--- src/rtl/core/pgss_pkg.sv ---
package pgss_pkg;

  localparam int MAX_POINTS = 64;
  localparam int PTR_W      = $clog2(MAX_POINTS);
  localparam int CNT_W      = PTR_W + 1;
  localparam int COORD_W    = 32;
  localparam int SPC_W      = 31;
  localparam int ICNT_W     = 16;
  localparam int ADDR_W     = 5;
  localparam int DATA_W     = 32;
  localparam int LANES      = 4;
  localparam int DIV_STEPS  = COORD_W;
  localparam int STEP_W     = $clog2(DIV_STEPS);
  localparam int PROD_W     = 2 * COORD_W;

  localparam logic [2:0] REG_X_SPACING    = 3'd0;
  localparam logic [2:0] REG_Y_SPACING    = 3'd1;
  localparam logic [2:0] REG_Z_SPACING    = 3'd2;
  localparam logic [2:0] REG_M_SPACING    = 3'd3;
  localparam logic [2:0] REG_HAS_Z        = 3'd4;
  localparam logic [2:0] REG_HAS_M        = 3'd5;
  localparam logic [2:0] REG_DROP_COLLIN  = 3'd6;

  typedef struct packed {
    logic [SPC_W-1:0] x_sp;
    logic [SPC_W-1:0] y_sp;
    logic [SPC_W-1:0] z_sp;
    logic [SPC_W-1:0] m_sp;
    logic             has_z;
    logic             has_m;
    logic             drop_col;
  } cfg_t;

  typedef struct packed {
    logic [COORD_W-1:0] rx;
    logic [COORD_W-1:0] ry;
    logic [COORD_W-1:0] rz;
    logic [COORD_W-1:0] rm;
    logic [COORD_W-1:0] raw_x;
    logic [COORD_W-1:0] raw_y;
    logic [COORD_W-1:0] raw_z;
    logic               final_v;
  } vtx_t;

  typedef struct packed {
    logic [COORD_W-1:0] x;
    logic [COORD_W-1:0] y;
    logic [COORD_W-1:0] z;
    logic [COORD_W-1:0] m;
  } point_t;

  typedef struct packed {
    logic done;
    logic hit;
  } coln_sts_t;

endpackage

--- src/rtl/core/pgss_queue.sv ---
module pgss_queue (
  input  logic           clk,
  input  logic           rst_n,
  input  logic           push_valid,
  output logic           push_ready,
  input  pgss_pkg::vtx_t push_data,
  output logic           pop_valid,
  input  logic           pop_ready,
  output pgss_pkg::vtx_t pop_data
);

  pgss_pkg::vtx_t ent_r [2];
  logic           wr_ptr_r, rd_ptr_r;
  logic [1:0]     cnt_r;
  logic           do_push, do_pop;

  assign push_ready = (cnt_r != 2'd2);
  assign pop_valid  = (cnt_r != 2'd0);
  assign do_push    = push_valid && push_ready;
  assign do_pop     = pop_valid && pop_ready;
  assign pop_data   = ent_r[rd_ptr_r];

  always_ff @(posedge clk) begin
    if (!rst_n) begin
      wr_ptr_r <= 1'b0;
      rd_ptr_r <= 1'b0;
      cnt_r    <= 2'd0;
    end else begin
      if (do_push) begin
        wr_ptr_r <= ~wr_ptr_r;
      end
      if (do_pop) begin
        rd_ptr_r <= ~rd_ptr_r;
      end
      cnt_r <= cnt_r + {1'b0, do_push} - {1'b0, do_pop};
    end
    if (do_push) begin
      ent_r[wr_ptr_r] <= push_data;
    end
  end

endmodule

--- config.mk ---
export PLATFORM = sky130hd
export DESIGN_NAME = pgss_queue
export DESIGN_NICKNAME = d
export VERILOG_FILES = /design/src/rtl/core/pgss_pkg.sv /design/src/rtl/core/pgss_queue.sv
export SDC_FILE = /design/constraint.sdc
export NUM_CORES = 1
export LEC_CHECK = 0
export BUFFER_PORTS_ARGS = -buffer_cell sky130_fd_sc_hd__clkbuf_2
export CAP_MARGIN = 20
export CORE_MARGIN = 2
export CORE_UTILIZATION = 56
export DETAILED_ROUTE_END_ITERATION = 8
export PLACE_DENSITY = 0.93
export SLEW_MARGIN = 20
export SYNTH_ARGS = -nofsm -noshare
export SYNTH_HDL_FRONTEND = slang
export SYNTH_SLANG_ARGS = --single-unit
export TNS_END_PERCENT = 10
--- constraint.sdc ---
create_clock -name clk -period 17.85 [get_ports clk]
set_input_delay 0 -clock clk [delete_from_list [all_inputs] [get_ports clk]]
set_output_delay 0 -clock clk [all_outputs]
set_load 0.02 [all_outputs]
# Word-level counts from Yosys, hierarchy flattened
# Memory sizes are Yosys's and may differ from the RTL's. A register that Yosys moved wholly into a read port is not among the register bits.
# Index checks and enable logic that the tools add are counted.
# op_classes
n_reduce_logical,3
n_bitwise,2
eq_ne,1
n_mux,4
add_sub_neg,2
# ops
cell,count
$mux W1,4
$add A2 B1 Y2,1
$logic_and A1 B1 Y1,2
$ne A2 B2 Y1 const B,1
$not A1 Y1,2
$reduce_bool A2 Y1,1
$sub A2 B1 Y2,1
# totals
n_memories,1
wordCells,16
ramBits,450
regBits,4
# mem_list
memory,depth,word_bits,rd,rd_clocked_by_memory_dff,wr,line_no,text
ent_r,2,225,1,1,1,pgss_queue.sv:12,pgss_pkg::vtx_t ent_r [2];

# Logic depth before layout (Yosys ltp)
# depth
word_depth,4
mapped_depth,8

# Least setup slack after synthesis
# Ideal clock, no wire load.
# synth_timing
kind,reg2reg
from,register cnt_r[0]
to,memory ent_r[0][0] in the netlist's numbering (enable)
setup_ps,815
path_slack_ps,6956
arrival_time_ps,10079
path_stages_with_launch,4
required_time_ps,17035
path_cell_list,dfxtp_1 -> nand2b_1 -> nand2_1 -> nor2_1
# synth_between
elab_chain_cells,4
# synth_rtl
item,line_no,text
start: declaration,pgss_queue.sv:14,logic [1:0] cnt_r;
start signal: assignment,pgss_queue.sv:35,"cnt_r <= cnt_r + {1'b0, do_push} - {1'b0, do_pop};"
$ne A2 B2 Y1,pgss_queue.sv:17,assign push_ready = (cnt_r != 2'd2);
net push_ready,pgss_queue.sv:5,"output logic push_ready,"
$logic_and A1 B1 Y1,pgss_queue.sv:19,assign do_push = push_valid && push_ready;
$mux W1,pgss_queue.sv:37,if (do_push) begin
$mux W1 (implied by the code),pgss_queue.sv:38,ent_r[wr_ptr_r] <= push_data;
end: declaration,pgss_queue.sv:12,
# The timed path passes the listed nets, and every way through them passes these cells.

==> flow_results.xml <==
<?xml version="1.0" encoding="UTF-8"?>
<metrics>
  <group name="critical_path">
    <metric name="timing.critical_path.to_type" unit="">output pin</metric>
    <metric name="r2r_slack" unit="ps">14960</metric>
    <metric name="element_type_at_the_critical_path_start" unit="">flop</metric>
    <metric name="timing.rr.end" unit="">ent_r[1][222]$_DFFE_PP_</metric>
    <metric name="critical-path-top-delay-family" unit="">buffers and inverters</metric>
    <metric name="slowest_stage_cell_on_the_critical_path" unit="">sky130_fd_sc_hd__dfxtp_4</metric>
    <metric name="worstPathBufferInverterCount" unit="">3</metric>
    <metric name="path_cells" unit="">buf_4, buf_6, mux2_2, clkbuf_2</metric>
    <metric name="ff2ff_path_depth" unit="">3</metric>
    <metric name="crit_type" unit="">reg2out</metric>
    <metric name="cp_data_arrival_time" unit="ps">3680</metric>
    <metric name="cp-endpoint" unit="">pop_data[0]</metric>
    <metric name="cp.required" unit="ps">17850</metric>
    <metric name="timing.critical_path.depth" unit="">4</metric>
    <metric name="rr_startpoint" unit="">cnt_r[0]$_SDFF_PN0_</metric>
    <metric name="critPathMaxFanout" unit="">65</metric>
    <metric name="critical-path-max-stage-delay" unit="ps">920</metric>
  </group>
  <group name="detailed_routing">
    <metric name="via_count" unit="">10035</metric>
    <metric name="detail_route.first_pass.iterations" unit="">5</metric>
    <metric name="avgViaCountPerCell" unit="">5.38</metric>
    <metric name="drt_iter0_drc" unit="">784</metric>
    <metric name="wl_per_cell" unit="um">24.3</metric>
    <metric name="routed_wl" unit="mm">45.4</metric>
    <metric name="antenna_violating_nets_post_route" unit="">0</metric>
    <metric name="detail_route.drc_violations" unit="">0</metric>
  </group>
  <group name="timing">
    <metric name="post-route-period-util" unit="">0.206</metric>
    <metric name="timing.setup.tns" unit="ps">0</metric>
    <metric name="final.hold.worst_slack" unit="ps">198</metric>
    <metric name="maxSlewHeadroom" unit="">0.285</metric>
    <metric name="max_slew.worst_pin.slew" unit="ps">1070</metric>
    <metric name="finalHoldViolations" unit="">0</metric>
    <metric name="maximum_achievable_frequency" unit="MHz">272</metric>
    <metric name="finalClockSkew" unit="ps">17.6</metric>
    <metric name="setup_repair_after_global_routing_missed_its_margin" unit="">no</metric>
    <metric name="period_needed" unit="ps">3680</metric>
    <metric name="total_count_of_max_transition_violations_in_the_final_report" unit="">0</metric>
    <metric name="final_report_setup_violation_count" unit="">0</metric>
  </group>
  <group name="cts">
    <metric name="cts.sinks" unit="">455</metric>
    <metric name="insertion_delay" unit="ps">530</metric>
    <metric name="tritoncts_clock_tree" unit="">built</metric>
    <metric name="clock_path_buffers" unit="">3</metric>
    <metric name="maximum_level_of_the_cts_h_tree" unit="">2</metric>
    <metric name="cts_buffers" unit="">44</metric>
    <metric name="cts_root_buf" unit="">sky130_fd_sc_hd__clkbuf_16</metric>
    <metric name="clk_transition_reported_paths" unit="ps">70</metric>
    <metric name="cts.repair.resized" unit="">0</metric>
  </group>
  <group name="logic_synthesis">
    <metric name="ys.warnings.count" unit="">0</metric>
    <metric name="synthDominantCellAreaShare" unit="">0.791</metric>
    <metric name="netlist_area" unit="um^2">17100</metric>
    <metric name="syn_nets" unit="">955</metric>
    <metric name="ys_seq_area_frac" unit="">0.797</metric>
    <metric name="synth.largest_area_cell" unit="">sky130_fd_sc_hd__edfxtp_1</metric>
    <metric name="synth_cells" unit="">724</metric>
    <metric name="syn_avg_cell_area" unit="um^2">23.6</metric>
    <metric name="synth_cell_type_count" unit="">18</metric>
    <metric name="ys_ff_latch" unit="">455</metric>
    <metric name="netlist_top_cells_area" unit="">sky130_fd_sc_hd__edfxtp_1 (79%), sky130_fd_sc_hd__mux2_4 (13%), sky130_fd_sc_hd__mux2_2 (4.9%)</metric>
  </group>
  <group name="grt">
    <metric name="grt_max_degree" unit="">81</metric>
    <metric name="overflow" unit="">0</metric>
    <metric name="antenna_violations_before_repair" unit="">5</metric>
    <metric name="grt_first_pass_wirelength" unit="mm">64.5</metric>
    <metric name="grt_pass1_vias" unit="">10897</metric>
    <metric name="gr-usage-all-layers" unit="">0.279</metric>
  </group>
  <group name="placement">
    <metric name="place.detailed.instances" unit="">1553</metric>
    <metric name="hpwl_after_detailed_placement" unit="mm">24.7</metric>
    <metric name="gp_congestion" unit="">0.830</metric>
    <metric name="place.port_buffers" unit="">455</metric>
  </group>
  <group name="status">
    <metric name="outcome" unit="">complete, no violations</metric>
  </group>
  <group name="cells_and_area">
    <metric name="mostFrequentLayoutCell" unit="">sky130_fd_sc_hd__clkbuf_2</metric>
    <metric name="layout-drive-gt1-share" unit="">0.514</metric>
    <metric name="final_cell_count_no_fill" unit="">1864</metric>
    <metric name="area.growth.synth_to_final" unit="%">37.2</metric>
    <metric name="finish.utilization" unit="">0.784</metric>
    <metric name="final_cell_mix" unit="">sky130_fd_sc_hd__clkbuf_2 (455), sky130_fd_sc_hd__edfxtp_1 (450), sky130_fd_sc_hd__dlygate4sd3_1 (229), sky130_fd_sc_hd__mux2_4 (150), sky130_fd_sc_hd__mux2_2 (75)</metric>
    <metric name="nNetsFinal" unit="">1669</metric>
    <metric name="filler_instances" unit="">1450</metric>
  </group>
  <group name="floorplan">
    <metric name="floorplan.io_pins" unit="">456</metric>
    <metric name="placement_rows" unit="">63</metric>
    <metric name="core_area" unit="um^2">29900</metric>
    <metric name="die-area" unit="um^2">31900</metric>
    <metric name="floorplan.die.width" unit="um">179</metric>
    <metric name="initial_core_utilization" unit="">0.572</metric>
    <metric name="fp.dieH" unit="um">179</metric>
  </group>
  <group name="pwr">
    <metric name="power-per-cell-area" unit="nW/um^2">139</metric>
    <metric name="post-layout-total-power" unit="W">0.00326</metric>
    <metric name="worst_ir_drop_vdd" unit="uV">105</metric>
    <metric name="total_leakage_power" unit="nW">9.24</metric>
  </group>
  <group name="worst_hold_path">
    <metric name="worst_hold_path_type" unit="">in2reg</metric>
  </group>
  <group name="job">
    <metric name="cap_viol_max_count" unit="">0</metric>
  </group>
</metrics>
per-stage QoR:
step                area, um^2  worst slack (ps)
finish                   23400             14170
floorplan                17100              6960
global route             23400             13980
detailed placement       19700             14460
CTS                      23400             13890
global placement         19700             14550
state kept, by name, summed over array words and instances, names as in the netlist, named ones only:
signal    count
cnt_r         2
rd_ptr_r      1
wr_ptr_r      1
ent_r       450
metal layers:
layer | wire (um) | global-route usage | up-vias
met3 | 3250 | 0.0551 | 154
li1 | - | - | 4317
met5 | 0 | 0 | -
met1 | 15000 | 0.302 | 4956
met4 | 2540 | 0.156 | 0
met2 | 24600 | 0.510 | 608
worst min path at each step:
stage,slack [ps],depth (start not counted),to,from
detailed placement,190,1,ent_r[1][34]$_DFFE_PP_,push_data[34]
global route,200,2,ent_r[0][21]$_DFFE_PP_,push_data[21]
global placement,190,1,ent_r[0][151]$_DFFE_PP_,push_data[151]
floorplan,100,0,ent_r[0][0]$_DFFE_PP_,push_data[0]
CTS,180,2,ent_r[0][37]$_DFFE_PP_,push_data[37]
finish,200,2,ent_r[1][51]$_DFFE_PP_,push_data[51]
cell type report:
class,count,area (um^2),share of cell area
flip-flops and latches,455,13600,0.581
repair buffers,693,4640,0.198
multi-input cells,243,3240,0.138
clock buffers,51,1150,0.0490
well taps,390,488,0.0208
clock inverters,25,280,0.0120
diodes,6,15.0,0.000641
inverters,1,3.75,0.000160
logic make-up (layout without fill, tap and decap cells):
family                   Yosys count  in the layout  share of synthesized area
adder cells (fa/ha/maj)            2              2                    0.00146
AND/OR/NAND/NOR                   11             11                    0.00359
XOR/XNOR                           3              3                    0.00154
flip-flops                       455            455                      0.797
AO/OA/AOI/OAI                      1              1                   0.000440
multiplexers                     226            226                      0.182
buffers and inverters             26            770                     0.0141
other                              0              6                          0
power by group:
group          switching, W  internal (W)
logic              0.000524      0.000391
clock network      0.000388      0.000547
registers         0.0000667       0.00135
total              0.000979       0.00228
timing repair:
action / 4_1_cts / 5_1_grt
endpoints found under the hold margin: 455 / 0
hold buffers: 229 / 0
buffers inserted: 0 / 0
cell usage after synthesis, drive strengths merged:
master,count
nand2,2
inv,1
xnor2,3
buf,25
nand2b,2
mux2i,1
or2,1
nor2b,2
mux2,225
edfxtp,450
dfxtp,5
and3,1
nor2,1
o21a,1
and2,2
ha,2
worst register-to-register path, stage by stage (launching register included):
cell                       delay, ps
sky130_fd_sc_hd__dfxtp_1         380
sky130_fd_sc_hd__nand2b_1        220
sky130_fd_sc_hd__and3_4          880
sky130_fd_sc_hd__buf_4           940
Power figures use the tool's default switching activity.
