File: config.mk
export PLATFORM = sky130hd
export DESIGN_NAME = pgss_snap
export DESIGN_NICKNAME = d
export VERILOG_FILES = /design/src/rtl/core/pgss_pkg.sv /design/src/rtl/core/pgss_snap.sv
export SDC_FILE = /design/constraint.sdc
export NUM_CORES = 2
export LEC_CHECK = 0
export ABC_AREA = 1
export BUFFER_PORTS_ARGS = -buffer_cell sky130_fd_sc_hd__buf_2
export CORE_ASPECT_RATIO = 0.6
export CORE_MARGIN = 2
export CORE_UTILIZATION = 57
export DETAILED_ROUTE_END_ITERATION = 10
export HOLD_SLACK_MARGIN = 0.02
export MAX_ROUTING_LAYER = met4
export PLACE_DENSITY = 0.91
export REMOVE_ABC_BUFFERS = 1
export SYNTH_ARGS = -nofsm -noshare
export SYNTH_HDL_FRONTEND = slang
export SYNTH_SLANG_ARGS = --single-unit
File: constraint.sdc
create_clock -name clk -period 13.1 [get_ports clk]
set_clock_uncertainty 0.1 [all_clocks]
set_input_delay 1.965 -clock clk [delete_from_list [all_inputs] [get_ports clk]]
set_output_delay 1.965 -clock clk [all_outputs]
set_load 0.005 [all_outputs]
File: src/rtl/core/pgss_pkg.sv
package pgss_pkg;

  localparam int MAX_POINTS = 64;
  localparam int PTR_W      = $clog2(MAX_POINTS);
  localparam int CNT_W      = PTR_W + 1;
  localparam int COORD_W    = 32;
  localparam int SPC_W      = 31;
  localparam int ICNT_W     = 16;
  localparam int ADDR_W     = 5;
  localparam int DATA_W     = 32;
  localparam int LANES      = 4;
  localparam int DIV_STEPS  = COORD_W;
  localparam int STEP_W     = $clog2(DIV_STEPS);
  localparam int PROD_W     = 2 * COORD_W;

  localparam logic [2:0] REG_X_SPACING    = 3'd0;
  localparam logic [2:0] REG_Y_SPACING    = 3'd1;
  localparam logic [2:0] REG_Z_SPACING    = 3'd2;
  localparam logic [2:0] REG_M_SPACING    = 3'd3;
  localparam logic [2:0] REG_HAS_Z        = 3'd4;
  localparam logic [2:0] REG_HAS_M        = 3'd5;
  localparam logic [2:0] REG_DROP_COLLIN  = 3'd6;

  typedef struct packed {
    logic [SPC_W-1:0] x_sp;
    logic [SPC_W-1:0] y_sp;
    logic [SPC_W-1:0] z_sp;
    logic [SPC_W-1:0] m_sp;
    logic             has_z;
    logic             has_m;
    logic             drop_col;
  } cfg_t;

  typedef struct packed {
    logic [COORD_W-1:0] rx;
    logic [COORD_W-1:0] ry;
    logic [COORD_W-1:0] rz;
    logic [COORD_W-1:0] rm;
    logic [COORD_W-1:0] raw_x;
    logic [COORD_W-1:0] raw_y;
    logic [COORD_W-1:0] raw_z;
    logic               final_v;
  } vtx_t;

  typedef struct packed {
    logic [COORD_W-1:0] x;
    logic [COORD_W-1:0] y;
    logic [COORD_W-1:0] z;
    logic [COORD_W-1:0] m;
  } point_t;

  typedef struct packed {
    logic done;
    logic hit;
  } coln_sts_t;

endpackage

File: src/rtl/core/pgss_snap.sv
module pgss_snap (
  input  logic                              clk,
  input  logic                              rst_n,
  input  pgss_pkg::cfg_t                    cfg,
  input  logic                              in_valid,
  output logic                              in_ready,
  input  logic signed [pgss_pkg::COORD_W-1:0] in_x,
  input  logic signed [pgss_pkg::COORD_W-1:0] in_y,
  input  logic signed [pgss_pkg::COORD_W-1:0] in_z,
  input  logic signed [pgss_pkg::COORD_W-1:0] in_m,
  input  logic                              in_final_vertex,
  output logic                              q_valid,
  input  logic                              q_ready,
  output pgss_pkg::vtx_t                    q_data
);

  typedef enum logic [3:0] {
    S_IDLE = 4'b0001,
    S_DIV  = 4'b0010,
    S_FIN  = 4'b0100,
    S_PUSH = 4'b1000
  } snap_state_t;

  snap_state_t state_r, state_nxt;

  logic [pgss_pkg::STEP_W-1:0]  step_r, step_nxt;
  logic [pgss_pkg::LANES-1:0][pgss_pkg::COORD_W-1:0] val_r, val_nxt;
  logic [pgss_pkg::LANES-1:0][pgss_pkg::COORD_W-1:0] sh_r, sh_nxt;
  logic [pgss_pkg::LANES-1:0][pgss_pkg::SPC_W-1:0]   rem_r, rem_nxt;
  logic [pgss_pkg::LANES-1:0][pgss_pkg::COORD_W:0]   mag_r, mag_nxt;
  logic                         fin_r, fin_nxt;

  logic [pgss_pkg::LANES-1:0][pgss_pkg::SPC_W-1:0]   spc;
  logic [pgss_pkg::LANES-1:0][pgss_pkg::COORD_W-1:0] abs_v;
  logic [pgss_pkg::LANES-1:0][pgss_pkg::COORD_W-1:0] res;
  logic [pgss_pkg::LANES-1:0][pgss_pkg::COORD_W-1:0] in_v;

  assign spc[0] = cfg.x_sp;
  assign spc[1] = cfg.y_sp;
  assign spc[2] = cfg.z_sp;
  assign spc[3] = cfg.m_sp;

  // z and m enter as zero when absent, so they snap to zero as well
  assign in_v[0] = in_x;
  assign in_v[1] = in_y;
  assign in_v[2] = cfg.has_z ? in_z : '0;
  assign in_v[3] = cfg.has_m ? in_m : '0;

  always_comb begin
    for (int i = 0; i < pgss_pkg::LANES; i++) begin
      abs_v[i] = val_r[i][pgss_pkg::COORD_W-1] ? (~val_r[i] + 1'b1) : val_r[i];
      if (spc[i] == '0) begin
        res[i] = val_r[i];
      end else if (!val_r[i][pgss_pkg::COORD_W-1]) begin
        res[i] = (mag_r[i] > {2'b00, {(pgss_pkg::COORD_W-1){1'b1}}}) ?
                 {1'b0, {(pgss_pkg::COORD_W-1){1'b1}}} : mag_r[i][pgss_pkg::COORD_W-1:0];
      end else begin
        res[i] = (mag_r[i] > {2'b01, {(pgss_pkg::COORD_W-1){1'b0}}}) ?
                 {1'b1, {(pgss_pkg::COORD_W-1){1'b0}}} :
                 (~mag_r[i][pgss_pkg::COORD_W-1:0] + 1'b1);
      end
    end
  end

  always_comb begin
    logic [pgss_pkg::COORD_W-1:0] trial;
    logic [pgss_pkg::COORD_W:0]   base;
    state_nxt = state_r;
    step_nxt  = step_r;
    val_nxt   = val_r;
    sh_nxt    = sh_r;
    rem_nxt   = rem_r;
    mag_nxt   = mag_r;
    fin_nxt   = fin_r;
    trial     = '0;
    base      = '0;
    case (state_r)
      S_IDLE: begin
        if (in_valid) begin
          for (int i = 0; i < pgss_pkg::LANES; i++) begin
            val_nxt[i] = in_v[i];
            sh_nxt[i]  = in_v[i][pgss_pkg::COORD_W-1] ? (~in_v[i] + 1'b1) : in_v[i];
            rem_nxt[i] = '0;
          end
          fin_nxt   = in_final_vertex;
          step_nxt  = '0;
          state_nxt = S_DIV;
        end
      end
      S_DIV: begin
        // one remainder bit per cycle in each lane
        for (int i = 0; i < pgss_pkg::LANES; i++) begin
          trial = {rem_r[i], sh_r[i][pgss_pkg::COORD_W-1]};
          if (trial >= {1'b0, spc[i]}) begin
            rem_nxt[i] = pgss_pkg::SPC_W'(trial - {1'b0, spc[i]});
          end else begin
            rem_nxt[i] = trial[pgss_pkg::SPC_W-1:0];
          end
          sh_nxt[i] = {sh_r[i][pgss_pkg::COORD_W-2:0], 1'b0};
        end
        step_nxt = step_r + 1'b1;
        if (step_r == pgss_pkg::STEP_W'(pgss_pkg::DIV_STEPS - 1)) begin
          state_nxt = S_FIN;
        end
      end
      S_FIN: begin
        // q*s is the magnitude less the remainder; a round-up adds one step
        for (int i = 0; i < pgss_pkg::LANES; i++) begin
          base = {1'b0, abs_v[i]} - {2'b00, rem_r[i]};
          if ({rem_r[i], 1'b0} >= {1'b0, spc[i]}) begin
            mag_nxt[i] = base + {2'b00, spc[i]};
          end else begin
            mag_nxt[i] = base;
          end
        end
        state_nxt = S_PUSH;
      end
      S_PUSH: begin
        if (q_ready) begin
          state_nxt = S_IDLE;
        end
      end
      default: begin
        state_nxt = S_IDLE;
      end
    endcase
  end

  always_ff @(posedge clk) begin
    if (!rst_n) begin
      state_r <= S_IDLE;
    end else begin
      state_r <= state_nxt;
    end
    step_r <= step_nxt;
    val_r  <= val_nxt;
    sh_r   <= sh_nxt;
    rem_r  <= rem_nxt;
    mag_r  <= mag_nxt;
    fin_r  <= fin_nxt;
  end

  assign in_ready = (state_r == S_IDLE);
  assign q_valid  = (state_r == S_PUSH);

  always_comb begin
    q_data.rx      = res[0];
    q_data.ry      = res[1];
    q_data.rz      = res[2];
    q_data.rm      = res[3];
    q_data.raw_x   = val_r[0];
    q_data.raw_y   = val_r[1];
    q_data.raw_z   = val_r[2];
    q_data.final_v = fin_r;
  end

endmodule

Word level (Yosys, flattened, before mapping)
Cells that the tools add are included.

Multiply operators: 0. Divide/modulo/power cells: 0. Equality and inequality tests: 8. Bitwise operators: 12. Multiplexer cells: 44. Shifts and indexed selects: 0. Add/subtract/negate cells: 25. $lt $le $gt $ge: 16. Reductions and logical operators: 8.

Operator list (number): $mux W32 (26); $add A32 B1 Y32 const B (12); $not A32 Y32 (12); $ge A32 B31 Y1 (8); $pmux W128 S2 (1); $pmux W124 S2 (1); $add A33 B31 Y33 (4); $gt A33 B31 Y1 const B (4); $gt A33 B32 Y1 const B (4); $mux W33 (4); $sub A32 B31 Y33 (4); $mux W128 (1); $logic_not A31 Y1 (4); $mux W124 (1); $mux W31 (4); $sub A31 B31 Y31 (4); $pmux W4 S4 (1); $mux W4 (3); $pmux W5 S2 (1); $add A5 B1 Y5 const B (1); $eq A5 B5 Y1 const B (1); $mux W5 (1); $eq A4 B1 Y1 const B (1); $eq A4 B2 Y1 const B (1); 7 further kinds (9).

ROM bits: 0. Memories kept: 0. Flip-flop bits (word level): 522. Latch bits: 0. Word-level logic and storage cells: 132. Bits in writable memories: 0.

Longest topological paths before layout
Depth in word-level cells: 6. Mapped depth: 32. Gate-level depth less buffers: 32.

Worst setup path before layout
No wires, ideal clock.

Kind: input to register. From: input port in_valid. To: register rem_r[0] (netlist name), enable pin. Arrival time: 13.329 ns. Cell stages on the path: 4. Path slack: -0.958 ns. Setup time: 0.629 ns. Path buffers: 0. Required time: 12.371 ns. Cell sequence: inv_1 > nor2_1 > inv_1 > nand2_1.

Word-level cells in the longest chain between the ends: 2.

RTL lines: from (decl) (RTL line pgss_snap.sv:5) `input logic in_valid,`; $ne A2 B2 Y1 (no source line); $reduce_and A2 Y1 (no source line); to (signal assigned) (RTL line pgss_snap.sv:138) `rem_r <= rem_nxt;`; to (decl) (RTL line pgss_snap.sv:29) `logic [pgss_pkg::LANES-1:0][pgss_pkg::SPC_W-1:0] rem_r, rem_nxt;`.

Every way passes these cells. A chain may end at the register's enable or synchronous reset.

==> reports/results.txt <==
crit path max fanout -> 35
first-pass GRT wire length -> 371.3 mm
final WL -> 252.6 mm
drt drc -> 2
vias in the first global route -> 60790
Die Span X -> 430.2 um
initial antenna violation count -> 28
Worst Path Buf+Inv -> 3
commonest cells after routing, fill and taps aside -> nand2_1, nor2_1, inv_1
global route total overflow -> 0
First-pass DRT Iterations -> 11
Seq/Total Area, Yosys -> 25.17%
H-tree depth -> 2
# hold bufs at CTS -> 0
number of port buffers -> 485
Syn Inst Count -> 9979
Final Cycle Share -> 50.44%
Yosys Warn Count -> 0
Setup Buffers After CTS -> 0
Sw Share -> 51.15%
Starting Density -> 57.71%
Worst path max stage delay -> 1.12 ns
unrepaired setup endpoints after global routing -> no
row count -> 93
Power Density -> 151.9 mW/mm^2
final hold vios -> 0
Final GP Congestion -> 1.092
Vias -> 70390
GRT Total Usage -> 44.46%
layout cells sized above 1 -> 7.761%
violated checks -> design-rule violations
post_cts resized -> 0
Final HPWL DP -> 206.8 mm
Yosys reg bits -> 522
cell area after layout -> 0.06673 sq mm
CTS tree -> yes
largest net degree at the start of global routing -> 206
logic gate share of total power -> 60.5%
clock sink total -> 522
CP top delay family -> simple AND/OR/NAND/NOR gates
final setup TNS -> 0 ns
Lkg Pwr -> 33.47 nW
Int Pwr -> 0.004953 W
worst path cell trace -> clkinv_1 -> buf_4 -> nand3_1 -> nand3_1 -> nor2_1 -> nor2_1 -> buf_2
Synth top area share -> 25.04%
MaxCap Viol Count -> 0
Rel. slew slack -> 13.59%
fin. max-slew vios -> 0
Final Setup Violations -> 0
total power -> 0.01014 W
FMAX -> 151.4 MHz
Distinct cells, synth -> 59
Core Region -> 0.1076 sq mm
Bufs on Longest Clock Path -> 3
worst min path class -> flip-flop to flip-flop
Vias/cell -> 5.985
sequential power share -> 22.7%
Clk pwr share -> 16.8%
most common cell after layout, fill and taps aside -> nand2_1
Worst EP required -> 11.03 ns
Syn-to-layout area delta -> 7.441%
Root Buffer -> clkbuf_16
Synth Cell Area -> 0.06211 sq mm
crit path time final -> 6.607 ns
die height -> 259.7 um
clock-pin slew on the worst setup and hold paths -> 0.07 ns
nature of the critical path startpoint -> flip-flop
synth top area cells -> edfxtp_1, nand2_1, nor2_1
post-detailed-placement cell area -> 0.06484 sq mm
Crit Path Category -> flip-flop to output pin
Critical Path AT -> 4.54 ns
Initial DRC Count -> 11600
worst slew pin tran -> 1.293 ns
CP max-delay cell -> edfxtp_1
Ports -> 487
leading area contributor after synthesis -> edfxtp_1
Psw -> 0.005185 W
Num CTS Buffers -> 57
routed length per instance -> 21.48 um
die area -> 0.1117 sq mm
Post-Syn Area per Cell -> 6.224 sq um
Peak VDD IR -> 130.3 uV
crit path capture type -> output pin
Nets -> 10940
Skew-Pair Late Insertion Delay -> 0.70 ns
outcome -> finished with violations
Routed Antenna Nets -> 0
synthesized netlist by cell type, drive strengths merged:
library cell / n
o211ai: 13
xor2: 335
a21o: 30
o41ai: 3
nand2b: 3
and2: 16
nand4: 165
o31ai: 14
dfxtp: 4
edfxtp: 518
nor4: 31
o21bai: 68
o22a: 1
nor3b: 6
a31oi: 21
a21boi: 22
a22o: 1
ha: 402
and3: 8
nand2: 3011
or2: 25
nand3: 756
o21a: 10
nand3b: 45
nor2: 1535
clkinv: 6
o21ai: 496
nor3: 173
inv: 1406
xnor2: 106
buf: 199
clkbuf: 80
a21oi: 458
fa: 12
power by group through the flow:
| stage | Sequential, W | Clock (W) | Combinational, W |
|---|---|---|---|
| finish | 0.00231 | 0.00170 | 0.00613 |
| global route | 0.00231 | 0.00174 | 0.00667 |
| CTS | 0.00229 | 0.00169 | 0.00584 |
| detailed placement | 0.00233 | 0 | 0.00581 |
| global placement | 0.00232 | 0 | 0.00570 |
| floorplan | 0.00231 | 0 | 0.00404 |
sequential cells by signal, summed over array words and instances, names as in the netlist:
| signal | cells |
|---|---|
| state_r | 4 |
| sh_r | 128 |
| rem_r | 124 |
| step_r | 5 |
| mag_r | 132 |
| fin_r | 1 |
| q_data | 96 |
| val_r | 32 |
logic make-up after synthesis:
logic type / Yosys count / share of synthesized area [%]
and+or+nand+nor: 5774 / 38.78
AOI/OAI and AO/OA: 1137 / 10.04
buffers and inverters: 1691 / 11.30
xor gates and xnor gates: 441 / 6.219
adders and majority gates: 414 / 8.485
DFF: 522 / 25.17
layer usage:
layer,GRT usage (%),routed length [um],vias to the layer above
met1,67.18,109900,31950
met4,13.23,8978,0
met2,54.55,91320,5231
met3,13.89,42450,506
met5,-,0,-
li1,-,-,32700
worst paths after layout:
path / endpoint / cells past startpoint / start / slack [ns]
worst min-delay path: sh_r[50] / 2 / sh_r[49] / 0.42
worst max-delay path: q_data[151] / 7 / q_data[32] / 6.49
worst min register to register: sh_r[50] / 2 / sh_r[49] / 0.42
worst max register to register: mag_r[95] / 22 / q_data[32] / 6.79
worst register-to-register path, cell delays in order (launching register included):
cell and delay [ns]:
edfxtp_1 1.12, clkinv_1 0.60, buf_4 0.43, a21oi_1 0.32
xor2_1 0.30, ha_1 0.36, a21o_1 0.23, nor2_1 0.28
nand2_1 0.09, a21oi_1 0.47, nand2_1 0.11, nand2_1 0.08
nand2_1 0.12, ha_1 0.43, nand2_1 0.11, nor2_1 0.11
inv_1 0.06, nor4_1 0.27, nand2_1 0.12, nand2_1 0.11
nand2_1 0.07, nand3_1 0.07, nand2_1 0.09
final cells by class:
type / instances / area, sq um
Multi-Input combinational cell: 7766 / 39490
Clock inverter: 36 / 345.3
Fill cell: 10250 / 40900
Antenna cell: 29 / 72.57
Clock buffer: 65 / 1478
Tap cell: 1425 / 1783
Sequential cell: 522 / 15640
Timing Repair Buffer: 507 / 2605
Inverter: 1412 / 5323
metrics by stage:
stage	instances	hold slack, ns	util (%)	setup slack [ns]
floorplan	9700	0.3927	-	-0.9510
finish	11760	0.4232	62.00	6.493
global route	11760	0.4400	62.00	6.391
global placement	11630	0.3984	60.24	6.722
CTS	11730	0.4201	61.93	6.741
detailed placement	11630	0.4035	60.24	6.748
No activity file was read; power rests on OpenSTA's default activity.
